==> config.mk <==
export PLATFORM = sky130hd
export DESIGN_NAME = adv_name_heartbeat_monitor
export DESIGN_NICKNAME = d
export VERILOG_FILES = /design/src/rtl/anhm_pkg.sv /design/src/rtl/adv_name_heartbeat_monitor.sv /design/src/rtl/anhm_parser.sv /design/src/rtl/anhm_timer.sv
export SDC_FILE = /design/constraint.sdc
export NUM_CORES = 1
export LEC_CHECK = 0
export ABC_AREA = 1
export BUFFER_PORTS_ARGS = -buffer_cell sky130_fd_sc_hd__buf_2
export CAP_MARGIN = 5
export CORE_UTILIZATION = 50
export DETAILED_ROUTE_END_ITERATION = 8
export PLACE_DENSITY = 0.66
export SETUP_SLACK_MARGIN = 0.02
export SLEW_MARGIN = 20
export SYNTH_ARGS = -nofsm -noshare
export SYNTH_HDL_FRONTEND = slang
export SYNTH_SLANG_ARGS = --single-unit
==> constraint.sdc <==
create_clock -name aclk -period 4.5 [get_ports aclk]
set_input_delay 0.45 -clock aclk [delete_from_list [all_inputs] [get_ports aclk]]
set_output_delay 0.45 -clock aclk [all_outputs]
set_load 0.03 [all_outputs]
==> src/rtl/anhm_pkg.sv <==
// Shared types and constants of the advertisement name heartbeat monitor.
`timescale 1ns / 1ps

package anhm_pkg;

    localparam int NAME_BYTES    = 8;
    localparam int MAX_NAME_DATA = 62;
    localparam int TIME_BITS     = 32;
    localparam int GAP_BITS      = 32;
    localparam int NAME_LEN_BITS = 4;
    localparam int CFG_DATA_BITS = 64;
    localparam int CFG_IDX_BITS  = 2;
    localparam int OUT_BITS      = 40;

    localparam logic [7:0] NAME_TYPE = 8'h08;

    // Register indexes on the configuration port
    localparam logic [CFG_IDX_BITS-1:0] CFG_NAME_TEXT    = 2'd0;
    localparam logic [CFG_IDX_BITS-1:0] CFG_NAME_LENGTH  = 2'd1;
    localparam logic [CFG_IDX_BITS-1:0] CFG_MAX_PERIOD   = 2'd2;
    localparam logic [CFG_IDX_BITS-1:0] CFG_MAX_INACTIVE = 2'd3;

    localparam logic [63:0]              RST_NAME_TEXT    = 64'd110442423936327;
    localparam logic [NAME_LEN_BITS-1:0] RST_NAME_LENGTH  = 4'd6;
    localparam logic [31:0]              RST_MAX_PERIOD   = 32'd900;
    localparam logic [31:0]              RST_MAX_INACTIVE = 32'd300000;

    typedef struct packed {
        logic       mode;       // 1 = millisecond tick
        logic [7:0] data_byte;
        logic       last_byte;
    } item_t;

    typedef struct packed {
        logic tick;
        logic matched;
    } parse_evt_t;

    // fills the result up to OUT_BITS
    typedef struct packed {
        logic [OUT_BITS-GAP_BITS-4:0] pad;
        logic [GAP_BITS-1:0]          gap_ms;
        logic                         match_in_time;
        logic                         name_matched;
        logic                         link_ok;
    } result_t;

endpackage

==> src/rtl/adv_name_heartbeat_monitor.sv <==
// Top level of the advertisement name heartbeat monitor.
`timescale 1ns / 1ps

// Each input transfer is either an advertisement payload byte (s_tuser = 0,
// byte in s_tdata[7:0], s_tlast on the final byte) or a one-millisecond tick
// (s_tuser = 1). Every input transfer yields exactly one output transfer two
// stages later: an input register, then the structure parser and the
// match/validity timers updating into the output register. Throughput is one
// item per cycle while m_tready is high; the output register lets the next
// item be taken while a result is still waiting. link_ok reports whether the
// time since the last in-period name match is within max_inactive_ms.
// Configuration writes take effect at once and must be made while idle.
module adv_name_heartbeat_monitor (
    input  logic                                aclk,
    input  logic                                aresetn,
    // configuration
    input  logic                                cfg_we,
    input  logic [anhm_pkg::CFG_IDX_BITS-1:0]   cfg_index,
    input  logic [anhm_pkg::CFG_DATA_BITS-1:0]  cfg_wdata,
    // input stream
    input  logic                                s_tvalid,
    output logic                                s_tready,
    input  logic [7:0]                          s_tdata,  // [7:0] data_byte
    input  logic                                s_tuser,  // [0] mode (1 = tick)
    input  logic                                s_tlast,  // last_byte
    // result stream
    output logic                                m_tvalid,
    input  logic                                m_tready,
    // [0] link_ok, [1] name_matched, [2] match_in_time, [34:3] gap_ms, rest 0
    output logic [anhm_pkg::OUT_BITS-1:0]       m_tdata
);
    import anhm_pkg::*;

    // configuration registers
    logic [63:0]              name_text_reg;
    logic [NAME_LEN_BITS-1:0] name_length_reg;
    logic [31:0]              max_period_reg;
    logic [31:0]              max_inactive_reg;

    always_ff @(posedge aclk) begin
        if (!aresetn) begin
            name_text_reg    <= RST_NAME_TEXT;
            name_length_reg  <= RST_NAME_LENGTH;
            max_period_reg   <= RST_MAX_PERIOD;
            max_inactive_reg <= RST_MAX_INACTIVE;
        end else if (cfg_we) begin
            case (cfg_index)
                CFG_NAME_TEXT:    name_text_reg    <= cfg_wdata[63:0];
                CFG_NAME_LENGTH:  name_length_reg  <= cfg_wdata[NAME_LEN_BITS-1:0];
                CFG_MAX_PERIOD:   max_period_reg   <= cfg_wdata[31:0];
                CFG_MAX_INACTIVE: max_inactive_reg <= cfg_wdata[31:0];
                default: ;
            endcase
        end
    end

    // input stage
    logic    in_valid_reg, in_valid_next;
    item_t   in_item_reg;
    logic    advance;
    logic    s_fire;

    logic    out_valid_reg, out_valid_next;
    result_t out_data_reg;

    assign advance  = in_valid_reg && (!out_valid_reg || m_tready);
    assign s_tready = !in_valid_reg || advance;
    assign s_fire   = s_tvalid && s_tready;

    always_comb begin
        in_valid_next = in_valid_reg;
        if (s_fire) begin
            in_valid_next = 1'b1;
        end else if (advance) begin
            in_valid_next = 1'b0;
        end
    end

    always_ff @(posedge aclk) begin
        if (!aresetn) begin
            in_valid_reg <= 1'b0;
        end else begin
            in_valid_reg <= in_valid_next;
        end
    end

    always_ff @(posedge aclk) begin
        if (s_fire) begin
            in_item_reg.mode      <= s_tuser;
            in_item_reg.data_byte <= s_tdata;
            in_item_reg.last_byte <= s_tlast;
        end
    end

    // processing stage
    parse_evt_t evt;
    result_t    res;

    anhm_parser u_parser (
        .aclk        (aclk),
        .aresetn     (aresetn),
        .en          (advance),
        .item        (in_item_reg),
        .name_text   (name_text_reg),
        .name_length (name_length_reg),
        .evt         (evt)
    );

    anhm_timer u_timer (
        .aclk            (aclk),
        .aresetn         (aresetn),
        .en              (advance),
        .evt             (evt),
        .max_period_ms   (max_period_reg),
        .max_inactive_ms (max_inactive_reg),
        .res             (res)
    );

    // output register
    always_comb begin
        out_valid_next = out_valid_reg;
        if (advance) begin
            out_valid_next = 1'b1;
        end else if (m_tready) begin
            out_valid_next = 1'b0;
        end
    end

    always_ff @(posedge aclk) begin
        if (!aresetn) begin
            out_valid_reg <= 1'b0;
        end else begin
            out_valid_reg <= out_valid_next;
        end
    end

    always_ff @(posedge aclk) begin
        if (advance) begin
            out_data_reg <= res;
        end
    end

    assign m_tvalid = out_valid_reg;
    assign m_tdata  = out_data_reg;

    // checks
    a_stall_blocks_input: assert property (@(posedge aclk) disable iff (!aresetn)
        (in_valid_reg && out_valid_reg && !m_tready) |-> !s_tready)
        else $error("input taken while both stages are full");

    a_in_time_needs_match: assert property (@(posedge aclk) disable iff (!aresetn)
        m_tvalid |-> (!out_data_reg.match_in_time || out_data_reg.name_matched))
        else $error("match_in_time without a match");

    a_gap_zero_no_match: assert property (@(posedge aclk) disable iff (!aresetn)
        (m_tvalid && !out_data_reg.name_matched) |-> (out_data_reg.gap_ms == '0))
        else $error("gap reported without a match");

    a_valid_match_ok: assert property (@(posedge aclk) disable iff (!aresetn)
        (m_tvalid && out_data_reg.match_in_time) |-> out_data_reg.link_ok)
        else $error("link not ok right after a valid match");

    a_no_unused_bit: assert property (@(posedge aclk) disable iff (!aresetn)
        advance |=> (out_data_reg.pad == '0))
        else $error("pad bits set in result");

endmodule

==> src/rtl/anhm_parser.sv <==
// Length/type/data walker that flags completed name structures.
`timescale 1ns / 1ps

module anhm_parser (
    input  logic                             aclk,
    input  logic                             aresetn,
    input  logic                             en,
    input  anhm_pkg::item_t                  item,
    input  logic [63:0]                      name_text,
    input  logic [anhm_pkg::NAME_LEN_BITS-1:0] name_length,
    output anhm_pkg::parse_evt_t             evt
);
    import anhm_pkg::*;

    localparam logic [1:0] PH_LEN  = 2'd0;
    localparam logic [1:0] PH_TYPE = 2'd1;
    localparam logic [1:0] PH_DATA = 2'd2;
    localparam logic [1:0] PH_STOP = 2'd3;

    logic [1:0] phase_reg, phase_next;
    logic [7:0] bytes_left_reg, bytes_left_next;
    logic       is_name_reg, is_name_next;
    logic       equal_reg, equal_next;
    logic [7:0] pos_reg, pos_next;

    logic [NAME_LEN_BITS-1:0] eff_len;
    logic [7:0]               name_ch;
    logic                     done;

    assign eff_len = (name_length > NAME_LEN_BITS'(NAME_BYTES)) ?
                     NAME_LEN_BITS'(NAME_BYTES) : name_length;
    assign name_ch = name_text[{pos_reg[2:0], 3'b000} +: 8];

    always_comb begin
        phase_next      = phase_reg;
        bytes_left_next = bytes_left_reg;
        is_name_next    = is_name_reg;
        equal_next      = equal_reg;
        pos_next        = pos_reg;
        done            = 1'b0;
        case (phase_reg)
            PH_LEN: begin
                if (item.data_byte == 8'd0) begin
                    phase_next = PH_STOP;
                end else begin
                    bytes_left_next = item.data_byte - 8'd1;
                    phase_next      = PH_TYPE;
                end
            end
            PH_TYPE: begin
                is_name_next = (item.data_byte == NAME_TYPE) &&
                               (bytes_left_reg <= 8'(MAX_NAME_DATA));
                equal_next   = 1'b1;
                pos_next     = 8'd0;
                if (bytes_left_reg == 8'd0) begin
                    done = 1'b1;
                end else begin
                    phase_next = PH_DATA;
                end
            end
            PH_DATA: begin
                if (pos_reg < 8'(eff_len)) begin
                    if (item.data_byte != name_ch) begin
                        equal_next = 1'b0;
                    end
                end else if (pos_reg == 8'(eff_len)) begin
                    // terminator must be NUL if the data goes on
                    if (item.data_byte != 8'd0) begin
                        equal_next = 1'b0;
                    end
                end
                if (pos_reg != 8'hFF) begin
                    pos_next = pos_reg + 8'd1;
                end
                bytes_left_next = bytes_left_reg - 8'd1;
                if (bytes_left_next == 8'd0) begin
                    done = 1'b1;
                end
            end
            default: ;  // stopped: wait for last byte
        endcase
        if (done) begin
            phase_next = PH_LEN;
        end
        if (item.last_byte) begin
            phase_next      = PH_LEN;
            bytes_left_next = 8'd0;
        end
    end

    assign evt.tick    = item.mode;
    assign evt.matched = !item.mode && done && is_name_next && equal_next &&
                         (pos_next >= 8'(eff_len));

    always_ff @(posedge aclk) begin
        if (!aresetn) begin
            phase_reg      <= PH_LEN;
            bytes_left_reg <= 8'd0;
            is_name_reg    <= 1'b0;
            equal_reg      <= 1'b0;
            pos_reg        <= 8'd0;
        end else if (en && !item.mode) begin
            phase_reg      <= phase_next;
            bytes_left_reg <= bytes_left_next;
            is_name_reg    <= is_name_next;
            equal_reg      <= equal_next;
            pos_reg        <= pos_next;
        end
    end

endmodule

==> src/rtl/anhm_timer.sv <==
// Millisecond counters since last match and last valid match.
`timescale 1ns / 1ps

module anhm_timer (
    input  logic                 aclk,
    input  logic                 aresetn,
    input  logic                 en,
    input  anhm_pkg::parse_evt_t evt,
    input  logic [31:0]          max_period_ms,
    input  logic [31:0]          max_inactive_ms,
    output anhm_pkg::result_t    res
);
    import anhm_pkg::*;

    localparam int WIDE = TIME_BITS + GAP_BITS;
    localparam logic [TIME_BITS-1:0] TIME_MAX = '1;
    localparam logic [GAP_BITS-1:0]  GAP_MAX  = '1;

    logic [TIME_BITS-1:0] since_match_reg, since_match_next;
    logic [TIME_BITS-1:0] since_valid_reg, since_valid_next;
    logic                 in_time;

    assign in_time = WIDE'(since_match_reg) <= WIDE'(max_period_ms);

    always_comb begin
        since_match_next = since_match_reg;
        since_valid_next = since_valid_reg;
        if (evt.tick) begin
            if (since_match_reg != TIME_MAX) since_match_next = since_match_reg + 1'b1;
            if (since_valid_reg != TIME_MAX) since_valid_next = since_valid_reg + 1'b1;
        end else if (evt.matched) begin
            since_match_next = '0;
            if (in_time) since_valid_next = '0;
        end
    end

    always_comb begin
        res = '0;
        res.link_ok = WIDE'(since_valid_next) <= WIDE'(max_inactive_ms);
        if (evt.matched) begin
            res.name_matched  = 1'b1;
            res.match_in_time = in_time;
            res.gap_ms = (WIDE'(since_match_reg) > WIDE'(GAP_MAX)) ?
                         GAP_MAX : GAP_BITS'(since_match_reg);
        end
    end

    always_ff @(posedge aclk) begin
        if (!aresetn) begin
            since_match_reg <= '0;
            since_valid_reg <= '0;
        end else if (en) begin
            since_match_reg <= since_match_next;
            since_valid_reg <= since_valid_next;
        end
    end

endmodule
Word level (Yosys, flattened, before mapping)
Index checks and enable logic that the tools add are counted.

operators by class
  add/sub/neg operators = 5
  order comparisons = 6
  eq/ne operators = 14
  shift operators = 1
  muxes and demuxes = 32
  reductions and logical operators = 31

operator list
  operator               number
  $mux 32                7
  $add 32x1->32 const B  2
  $le 32x32->1           2
  $ne 32x32->1 const B   2
  $shiftx 64x7->8        1
  $pmux 8 s2             2
  $logic_not 8->1        3
  $mux 8                 3
  $sub 8x1->8 const B    2
  $mux 1                 12
  $reduce_and 3->1       3
  $add 8x1->8 const B    1
  $eq 8x4->1             1
  $eq 8x4->1 const B     1
  $ge 8x4->1             1
  $le 8x6->1 const B     1
  $logic_and 1x1->1      8
  $lt 8x4->1             1
  $mux 2                 4
  $ne 8x8->1             1
  $ne 8x8->1 const B     1
  $reduce_and 2->1       4
  $reduce_bool 8->1      1
  $eq 2x2->1 const B     3
  other kinds (14)       22

storage, ports and cells
  register bits = 263
  output and inout port bits = 42
  word-level logic and storage cells = 109

Depth between registers and ports, before layout
Gate-level depths: netlist of the first run.

  depth after elaboration = 11
  depth in mapped cells = 32

By module
Synthesis of the first run repeated with hierarchy kept, for this count alone.

unflattened totals
  cell total of the unflattened synthesis = 2,363
  area total of the unflattened synthesis = 15,889.0 um^2

modules (own cells, without submodules)
  module                      times used  cells each  area an instance (um^2)  sequential area each (um^2)
  adv_name_heartbeat_monitor  1           850         6,986.7                  4,184.0
  anhm_timer                  1           1,023       6,279.8                  1,281.2
  anhm_parser                 1           490         2,622.5                  400.4

Worst setup path after synthesis of the first run
No wires, ideal clock.

  kind = register to register
  start = reg u_parser.pos_reg[1]
  end = reg out_data_reg (netlist bit m_tdata[0]), data pin
  data arrival time = 3,676 ps
  required time = 4,248 ps
  setup slack = 572 ps
  cell stages (with the launch flop) = 31
  buffers on the path = 1
  clock period less this slack = 3,928 ps
  path through = dfxtp_1 -> ha_1 -> nand2_1 -> nor3_4 -> nand3_1 -> nand2_1 -> inv_1 -> nand2_1 -> nand3_1 -> ha_1 -> inv_1 -> a21boi_0 -> o21ai_0 -> a21boi_0 -> nor3_1 -> and2_1 -> nand3_1 -> nand2_1 -> nor2_1 -> nand3_2 -> buf_2 -> nand2_1 -> nand2_1 -> ha_1 -> nand4_1 -> nor3_1 -> inv_1 -> nor3_1 -> nand2_1 -> nand2_1 -> nand2_1

RTL lines
  what                      line                               RTL
  start: declaration        anhm_parser.sv:24                  logic [7:0] pos_reg, pos_next;
  start signal: assignment  anhm_parser.sv:107                 pos_reg <= pos_next;
  end signal: assignment    adv_name_heartbeat_monitor.sv:139  out_data_reg <= res;
  end: declaration          adv_name_heartbeat_monitor.sv:64   result_t out_data_reg;

==> impl_metrics.py, run 1 <==
metrics = {
    "run_status": {
        "status": "finished, final reports clean",
    },
    "floorplanning": {
        "num_io_pins": 123,
        "row_count": 62,
        "chipHeight_um": 174,
        "core_mm2": 0.0289,
        "start_util_pct": 51.2,
        "dieArea_mm2": 0.0303,
        "die_w_um": 174,
    },
    "drt": {
        "dr.pass1.iters": 6,
        "drc": 0,
        "vias_per_cell": 5.28,
        "wirelength_um": 40800,
        "ant_nets": 0,
        "vias": 13762,
        "wl_per_cell_um": 15.6,
        "drtIter0Drc": 965,
    },
    "worst_setup_path": {
        "path_common_cell": "nand2_1",
        "cp_slowest_stage_delay_ns": 0.37,
        "arrival_ns": 4.55,
        "cpMaxStageDelayCell": "dfxtp_2",
        "cp_max_fo": 8,
        "required_ns": 4.83,
        "criticalPathCategory": "register to register",
        "startpoint_type": "register",
        "cp-end-kind": "register",
    },
    "synth": {
        "synth-warning-count": 0,
        "synth_seq_cells": 263,
        "synth_cell_types": 47,
        "synthArstFlopShare_pct": 0,
        "synth_area_mm2": 0.0148,
        "synthFlopType": "dfxtp_1",
        "synthCells": 2112,
        "syn_avg_cell_area_um2": 7.00,
        "synth_edf_count": 45,
        "synth-seq-area-share_pct": 38.7,
    },
    "finish": {
        "drive_gt1_share_pct": 11.1,
        "insertedDiodeCount": 0,
        "fin_nets": 2365,
        "area.growth.synth_to_final_pct": 13.7,
        "largest_reg_flops": 64,
        "nFillCells": 2861,
    },
    "power": {
        "p_leak_nw": 7.43,
        "p_per_area_mw_per_mm2": 339,
        "ir_drop_v": 0.000282,
    },
    "sta": {
        "setup_violations": 0,
        "final.period_utilization_pct": 94.0,
        "drv_slew": 0,
        "relSlewSlack_pct": 39.0,
        "layout_setup_ws_ns": 0.272,
        "period_needed_ns": 4.23,
        "hold-worst-slack_ns": 0.0556,
        "worstMarginPinSlew_ns": 0.914,
        "finalHoldViolations": 0,
        "skew_ns": 0.0113,
        "fmax_mhz": 237,
    },
    "place": {
        "dp_hpwl_um": 29200,
        "pre_cts_slack_ns": 0.0477,
        "gp_routability_congestion": 1.00,
        "io_buffers": 117,
    },
    "grt": {
        "grt_pass1_vias": 12724,
        "grt_usage_pct": 26.4,
        "grt_max_degree": 98,
        "grt_pass1_wl_um": 65200,
        "grt-ovfl-total": 0,
        "antenna_found_initial": 0,
    },
    "clock_network": {
        "clkLatencyLatePin_ns": 0.57,
        "cts_buffer_depth": 3,
        "numCtsBuffers": 29,
        "clock_sinks": 263,
        "cts_hold_buffers": 0,
        "path_clk_slew_ns": 0.06,
        "root_buffer": "clkbuf_16",
        "cts_tree": "built",
        "htree_levels": 1,
    },
    "run": {
        "drv_cap": 0,
    },
    "hold_path": {
        "hold_path_class": "input port to register",
    },
}
-- worst paths after layout --
path / cells past startpoint / startpoint / slack (ns) / endpoint
setup reg to reg: 32 / u_parser.pos_reg[1]$_SDFFE_PN0P_ / 0.27 / m_tdata[0]$_DFFE_PP_
hold / removal: 1 / s_tdata[3] / 0.06 / in_item_reg[4]$_DFFE_PP_
setup / recovery: 32 / u_parser.pos_reg[1]$_SDFFE_PN0P_ / 0.27 / m_tdata[0]$_DFFE_PP_
hold reg to reg: 2 / name_text_reg[35]$_SDFFE_PN0P_ / 0.45 / name_text_reg[35]$_SDFFE_PN0P_
-- synth_stat cells, types with 12 or more instances --
cell | instances | area share, %
nor2_1 | 222 | 5.6
inv_1 | 312 | 7.9
nand3_1 | 159 | 5.4
o211ai_1 | 25 | 1.3
nor3_1 | 52 | 1.8
nor4_1 | 13 | 0.55
xor2_1 | 32 | 1.9
inv_2 | 12 | 0.30
o21ai_0 | 144 | 4.9
clkbuf_1 | 59 | 1.5
nand2_1 | 415 | 11
dfxtp_1 | 218 | 30
a21oi_1 | 203 | 6.9
nand4_1 | 25 | 1.1
ha_1 | 84 | 7.1
edfxtp_1 | 45 | 9.1
-- cells in the final DEF, fill, tap and decap left out, types with 32 or more instances in the layout --
master    synthesis  routed
nand2_1         415     410
inv_1           312     307
nor2_1          222     221
dfxtp_1         218     215
a21oi_1         203     203
nand3_1         159     157
o21ai_0         144     142
buf_2            10     116
ha_1             84      78
nor3_1           52      47
edfxtp_1         45      45
xor2_1           32      32
-- final cells by class --
cell class                 instances  area, um^2  area share [%]
multi-input combinational       1436        7590            45.2
inverter                         326        1230            7.30
clock inverter                    12         148           0.879
sequential                       263        5720            34.0
clock buffer                      41         801            4.77
tap                              384         480            2.86
timing repair buffer             144         838            4.99
-- per-layer routing --
metal	GRT usage, %	vias up	routed length, um
li1	-	7052	-
met4	8.30	0	1300
met5	0	-	0
met1	36.1	6287	19000
met3	2.89	79	1770
met2	43.8	344	18700
-- stage by stage --
step	TNS [ns]	std cells	utilization, %	power (W)	instance area (um^2)
after CTS	0	2598	57.3	0.00571	16500
after detailed placement	0	2545	54.0	0.00332	15600
after global routing	-0.00461	2606	58.2	0.00595	16800
final	0	2606	58.2	0.00570	16800
after global placement	0	2545	54.0	0.00331	15600
after floorplan	0	2116	-	0.00311	14800
-- worst max-delay path, delay by kind of cell (launching register included) --
kind	cells	cell delay (ns)
AO/OA/AOI/OAI	6	0.66
adder cells (fa/ha/maj)	3	0.72
buffers and inverters	4	0.33
flip-flops	1	0.37
AND/OR/NAND/NOR	19	1.89
-- kinds of logic (layout without fill, tap and decap cells) --
family / after synthesis / count (layout) / synth area share [%]
AO/OA/AOI/OAI: 405 / 405 / 14.7
adder cells (fa/ha/maj): 84 / 84 / 7.11
other: 1 / 5 / 0.0254
AND/OR/NAND/NOR: 910 / 910 / 26.4
XOR/XNOR: 32 / 32 / 1.90
buffers and inverters: 417 / 523 / 11.3
flip-flops: 263 / 263 / 38.7
-- power breakdown --
| group | switching (W) | internal, W | leakage [nW] | total [W] |
|---|---|---|---|---|
| clock network | 0.000983 | 0.00141 | 0.467 | 0.00239 |
| logic | 0.000503 | 0.000242 | 4.77 | 0.000745 |
| registers | 0.0000548 | 0.00251 | 2.19 | 0.00256 |
-- what timing repair did --
item,in CTS,in global routing
buffers inserted,0,6
resized for setup,0,36
setup endpoints to repair,0,33
Note: power is estimated with default switching activity, not from simulation.
==> inputs of run 2 (changes only) <==
- ABC_AREA: 1 -> 0
==> run 2 against run 1 <==
  * Fmax decreased by 4.9%
  * Critical path depth down 7
  * Clock power up 3%
  * Highest routed layer unchanged
  * Sequential share of layout area increased by 2.4 points
  * Combinational power shrank 39%
  * First-iteration DRC count is 2.7% lower
  * Area after synthesis down 7.8%
==> impl_metrics.py, run 2 <==
metrics = {
    "drt": {
        "vias": 11775,
        "vias_per_cell": 5.60,
        "drc": 0,
        "met1_length_um": 16700,
        "wl_per_cell_um": 16.9,
        "wl_met3_um": 1940,
        "dr.pass1.iters": 5,
        "highest_layer": "met4",
        "wl_met2_um": 15600,
        "wirelength_um": 35500,
        "ant_nets": 0,
        "drtIter0Drc": 939,
    },
    "synth": {
        "syn_avg_cell_area_um2": 8.33,
        "synth_area_leaders": "dfxtp_1 32%, edfxtp_1 9.9%, nand2_1 8.9%",
        "synthCells": 1636,
        "synth.most_common_cell": "nand2_1",
        "yosys-top-cells-count": "324 x nand2_1, 218 x dfxtp_1, 191 x a21oi_1",
        "synth_area_mm2": 0.0136,
        "synth_seq_cells": 263,
        "synth_cell_types": 67,
        "synthFlopType": "dfxtp_1",
        "synth-warning-count": 0,
        "synth-seq-area-share_pct": 41.9,
        "synth_edf_count": 45,
        "synthArstFlopShare_pct": 0,
        "synth_top_cell_by_area": "dfxtp_1",
        "synth_top_cell_area_share_pct": 32.0,
    },
    "power": {
        "finalPower_w": 0.00541,
        "p_per_area_mw_per_mm2": 344,
        "p_sw_share_pct": 24.2,
        "comb_power_share_pct": 8.4,
        "ir_drop_v": 0.000265,
        "p_sw_w": 0.00131,
        "internal_power_w": 0.00410,
        "pwr-share-seq_pct": 46.4,
        "clkPwrFrac_pct": 45.2,
        "p_leak_nw": 6.10,
    },
    "floorplanning": {
        "start_util_pct": 50.7,
        "core_mm2": 0.0269,
        "num_io_pins": 123,
        "dieArea_mm2": 0.0279,
        "chipHeight_um": 167,
        "row_count": 60,
        "die_w_um": 167,
    },
    "hold_path": {
        "hold_path_class": "input port to register",
        "holdPathStages": 1,
    },
    "finish": {
        "final_cells": 2103,
        "drive_gt1_share_pct": 14.8,
        "mostFrequentLayoutCell": "nand2_1",
        "nFillCells": 2489,
        "largest_reg_flops": 64,
        "final_cell_mix": "323 x nand2_1, 215 x dfxtp_1, 190 x a21oi_1",
        "fin_nets": 1906,
        "area.growth.synth_to_final_pct": 15.2,
        "insertedDiodeCount": 0,
    },
    "worst_setup_path": {
        "criticalPathCategory": "register to register",
        "startpoint_type": "register",
        "cpMaxStageDelayCell": "or4_1",
        "critPathTopFamily": "compound AO/OA/AOI/OAI gates",
        "cp_slowest_stage_delay_ns": 0.43,
        "path_common_cell": "o21a_1",
        "required_ns": 4.91,
        "rr_worst_depth": 25,
        "cp-end-kind": "register",
        "crit_buf_inv": 2,
        "cp_max_fo": 8,
        "arrival_ns": 4.85,
        "path_depth": 25,
    },
    "clock_network": {
        "path_clk_slew_ns": 0.06,
        "cts_hold_buffers": 0,
        "numCtsBuffers": 29,
        "htree_levels": 1,
        "root_buffer": "clkbuf_16",
        "cts_buffer_depth": 3,
        "clock_sinks": 263,
        "cts_tree": "built",
        "clkLatencyLatePin_ns": 0.55,
    },
    "sta": {
        "drv_slew": 0,
        "finalHoldViolations": 0,
        "final.period_utilization_pct": 98.8,
        "hold-worst-slack_ns": 0.0683,
        "setup_violations": 0,
        "relSlewSlack_pct": 36.4,
        "worstMarginPinSlew_ns": 0.954,
        "fmax_mhz": 225,
        "skew_ns": 0.0140,
        "grt_setup_unrepaired": "yes",
        "period_needed_ns": 4.44,
    },
    "run": {
        "drv_cap": 0,
    },
    "place": {
        "placed_cells": 2050,
        "io_buffers": 117,
        "gp_routability_congestion": 0.906,
        "dp_hpwl_um": 25700,
    },
    "grt": {
        "antenna_found_initial": 0,
        "grt_usage_pct": 25.4,
        "grt_pass1_wl_um": 56800,
        "grt-ovfl-total": 0,
        "grt_max_degree": 87,
        "grt_pass1_vias": 10886,
    },
    "run_status": {
        "status": "finished, final reports clean",
    },
}
-- run 2: cell types whose count changed after synthesis, sizes merged, moves of 40 or more --
cell   delta
and2     +40
inv     -240
nand2    -96
nand3    -86
nor2    -161
o21ai    -88
-- run 2: path summary, 6_finish.rpt --
kind / start / endpoint / slack, ns
setup reg to reg: u_parser.phase_reg[0]$_SDFFE_PN0P_ / m_tdata[0]$_DFFE_PP_ / 0.06
hold reg to reg: name_text_reg[57]$_SDFFE_PN0P_ / name_text_reg[57]$_SDFFE_PN0P_ / 0.45
hold / removal: s_tlast / in_item_reg[0]$_DFFE_PP_ / 0.07
setup / recovery: u_parser.phase_reg[0]$_SDFFE_PN0P_ / m_tdata[0]$_DFFE_PP_ / 0.06
-- run 2: power by group through the flow --
stage | Sequential [W] | Clock, W | Combinational, W
floorplan | 0.00257 | 0 | 0.000268
CTS | 0.00251 | 0.00248 | 0.000451
global placement | 0.00256 | 0 | 0.000444
detailed placement | 0.00256 | 0 | 0.000449
finish | 0.00251 | 0.00245 | 0.000454
global route | 0.00251 | 0.00259 | 0.000499
-- run 2: cell families (layout without fill, tap and decap cells) --
| logic type | count (synthesis) | count (layout) | synth area share (%) |
|---|---|---|---|
| AO/OA/AOI/OAI | 364 | 364 | 16.0 |
| XOR/XNOR | 33 | 33 | 2.12 |
| adder cells (fa/ha/maj) | 84 | 84 | 7.71 |
| buffers and inverters | 180 | 302 | 5.30 |
| flip-flops | 263 | 263 | 41.9 |
| multiplexers | 32 | 32 | 3.58 |
| other | 1 | 5 | 0.0275 |
| AND/OR/NAND/NOR | 679 | 679 | 23.3 |
-- run 2: per-stage QoR --
| step | setup slack [ns] | cell area [um^2] | utilization (%) | TNS, ns |
|---|---|---|---|---|
| final | 0.0557 | 15700 | 58.4 | 0 |
| after global routing | -0.187 | 15700 | 58.4 | -0.187 |
| after CTS | 0.0469 | 15700 | 58.3 | 0 |
| after detailed placement | -0.0348 | 14700 | 54.6 | -0.0348 |
| after global placement | 0.0811 | 14700 | 54.6 | 0 |
| after floorplan | 0.0256 | 13700 | - | 0 |
-- run 2: worst register-to-register path, delay by kind of cell (launching register included) --
family / cells / cell delay [ns]
flip-flops: 1 / 0.35
AO/OA/AOI/OAI: 11 / 1.55
XOR/XNOR: 1 / 0.11
buffers and inverters: 2 / 0.12
AND/OR/NAND/NOR: 8 / 1.36
adder cells (fa/ha/maj): 3 / 0.82
-- run 2: what timing repair did --
item                                    4_1_cts  5_1_grt
endpoints found under the setup margin        1        1
endpoints found under the hold margin         0        0
gates resized for setup                       3        6
buffers inserted                              0        1
-- run 2: layout make-up --
class / instances / area, um^2 / area share (%)
multi-input combinational: 1197 / 7270 / 46.3
inverter: 84 / 318 / 2.03
tap: 341 / 427 / 2.72
clock inverter: 9 / 134 / 0.853
clock buffer: 43 / 850 / 5.41
sequential: 263 / 5720 / 36.4
timing repair buffer: 166 / 978 / 6.23
-- run 2: routing by layer --
metal / vias to the layer above / global-route usage, %
li1: 5959 / -
met3: 71 / 2.80
met2: 314 / 39.9
met5: - / 0
met4: 0 / 8.57
met1: 5431 / 36.2
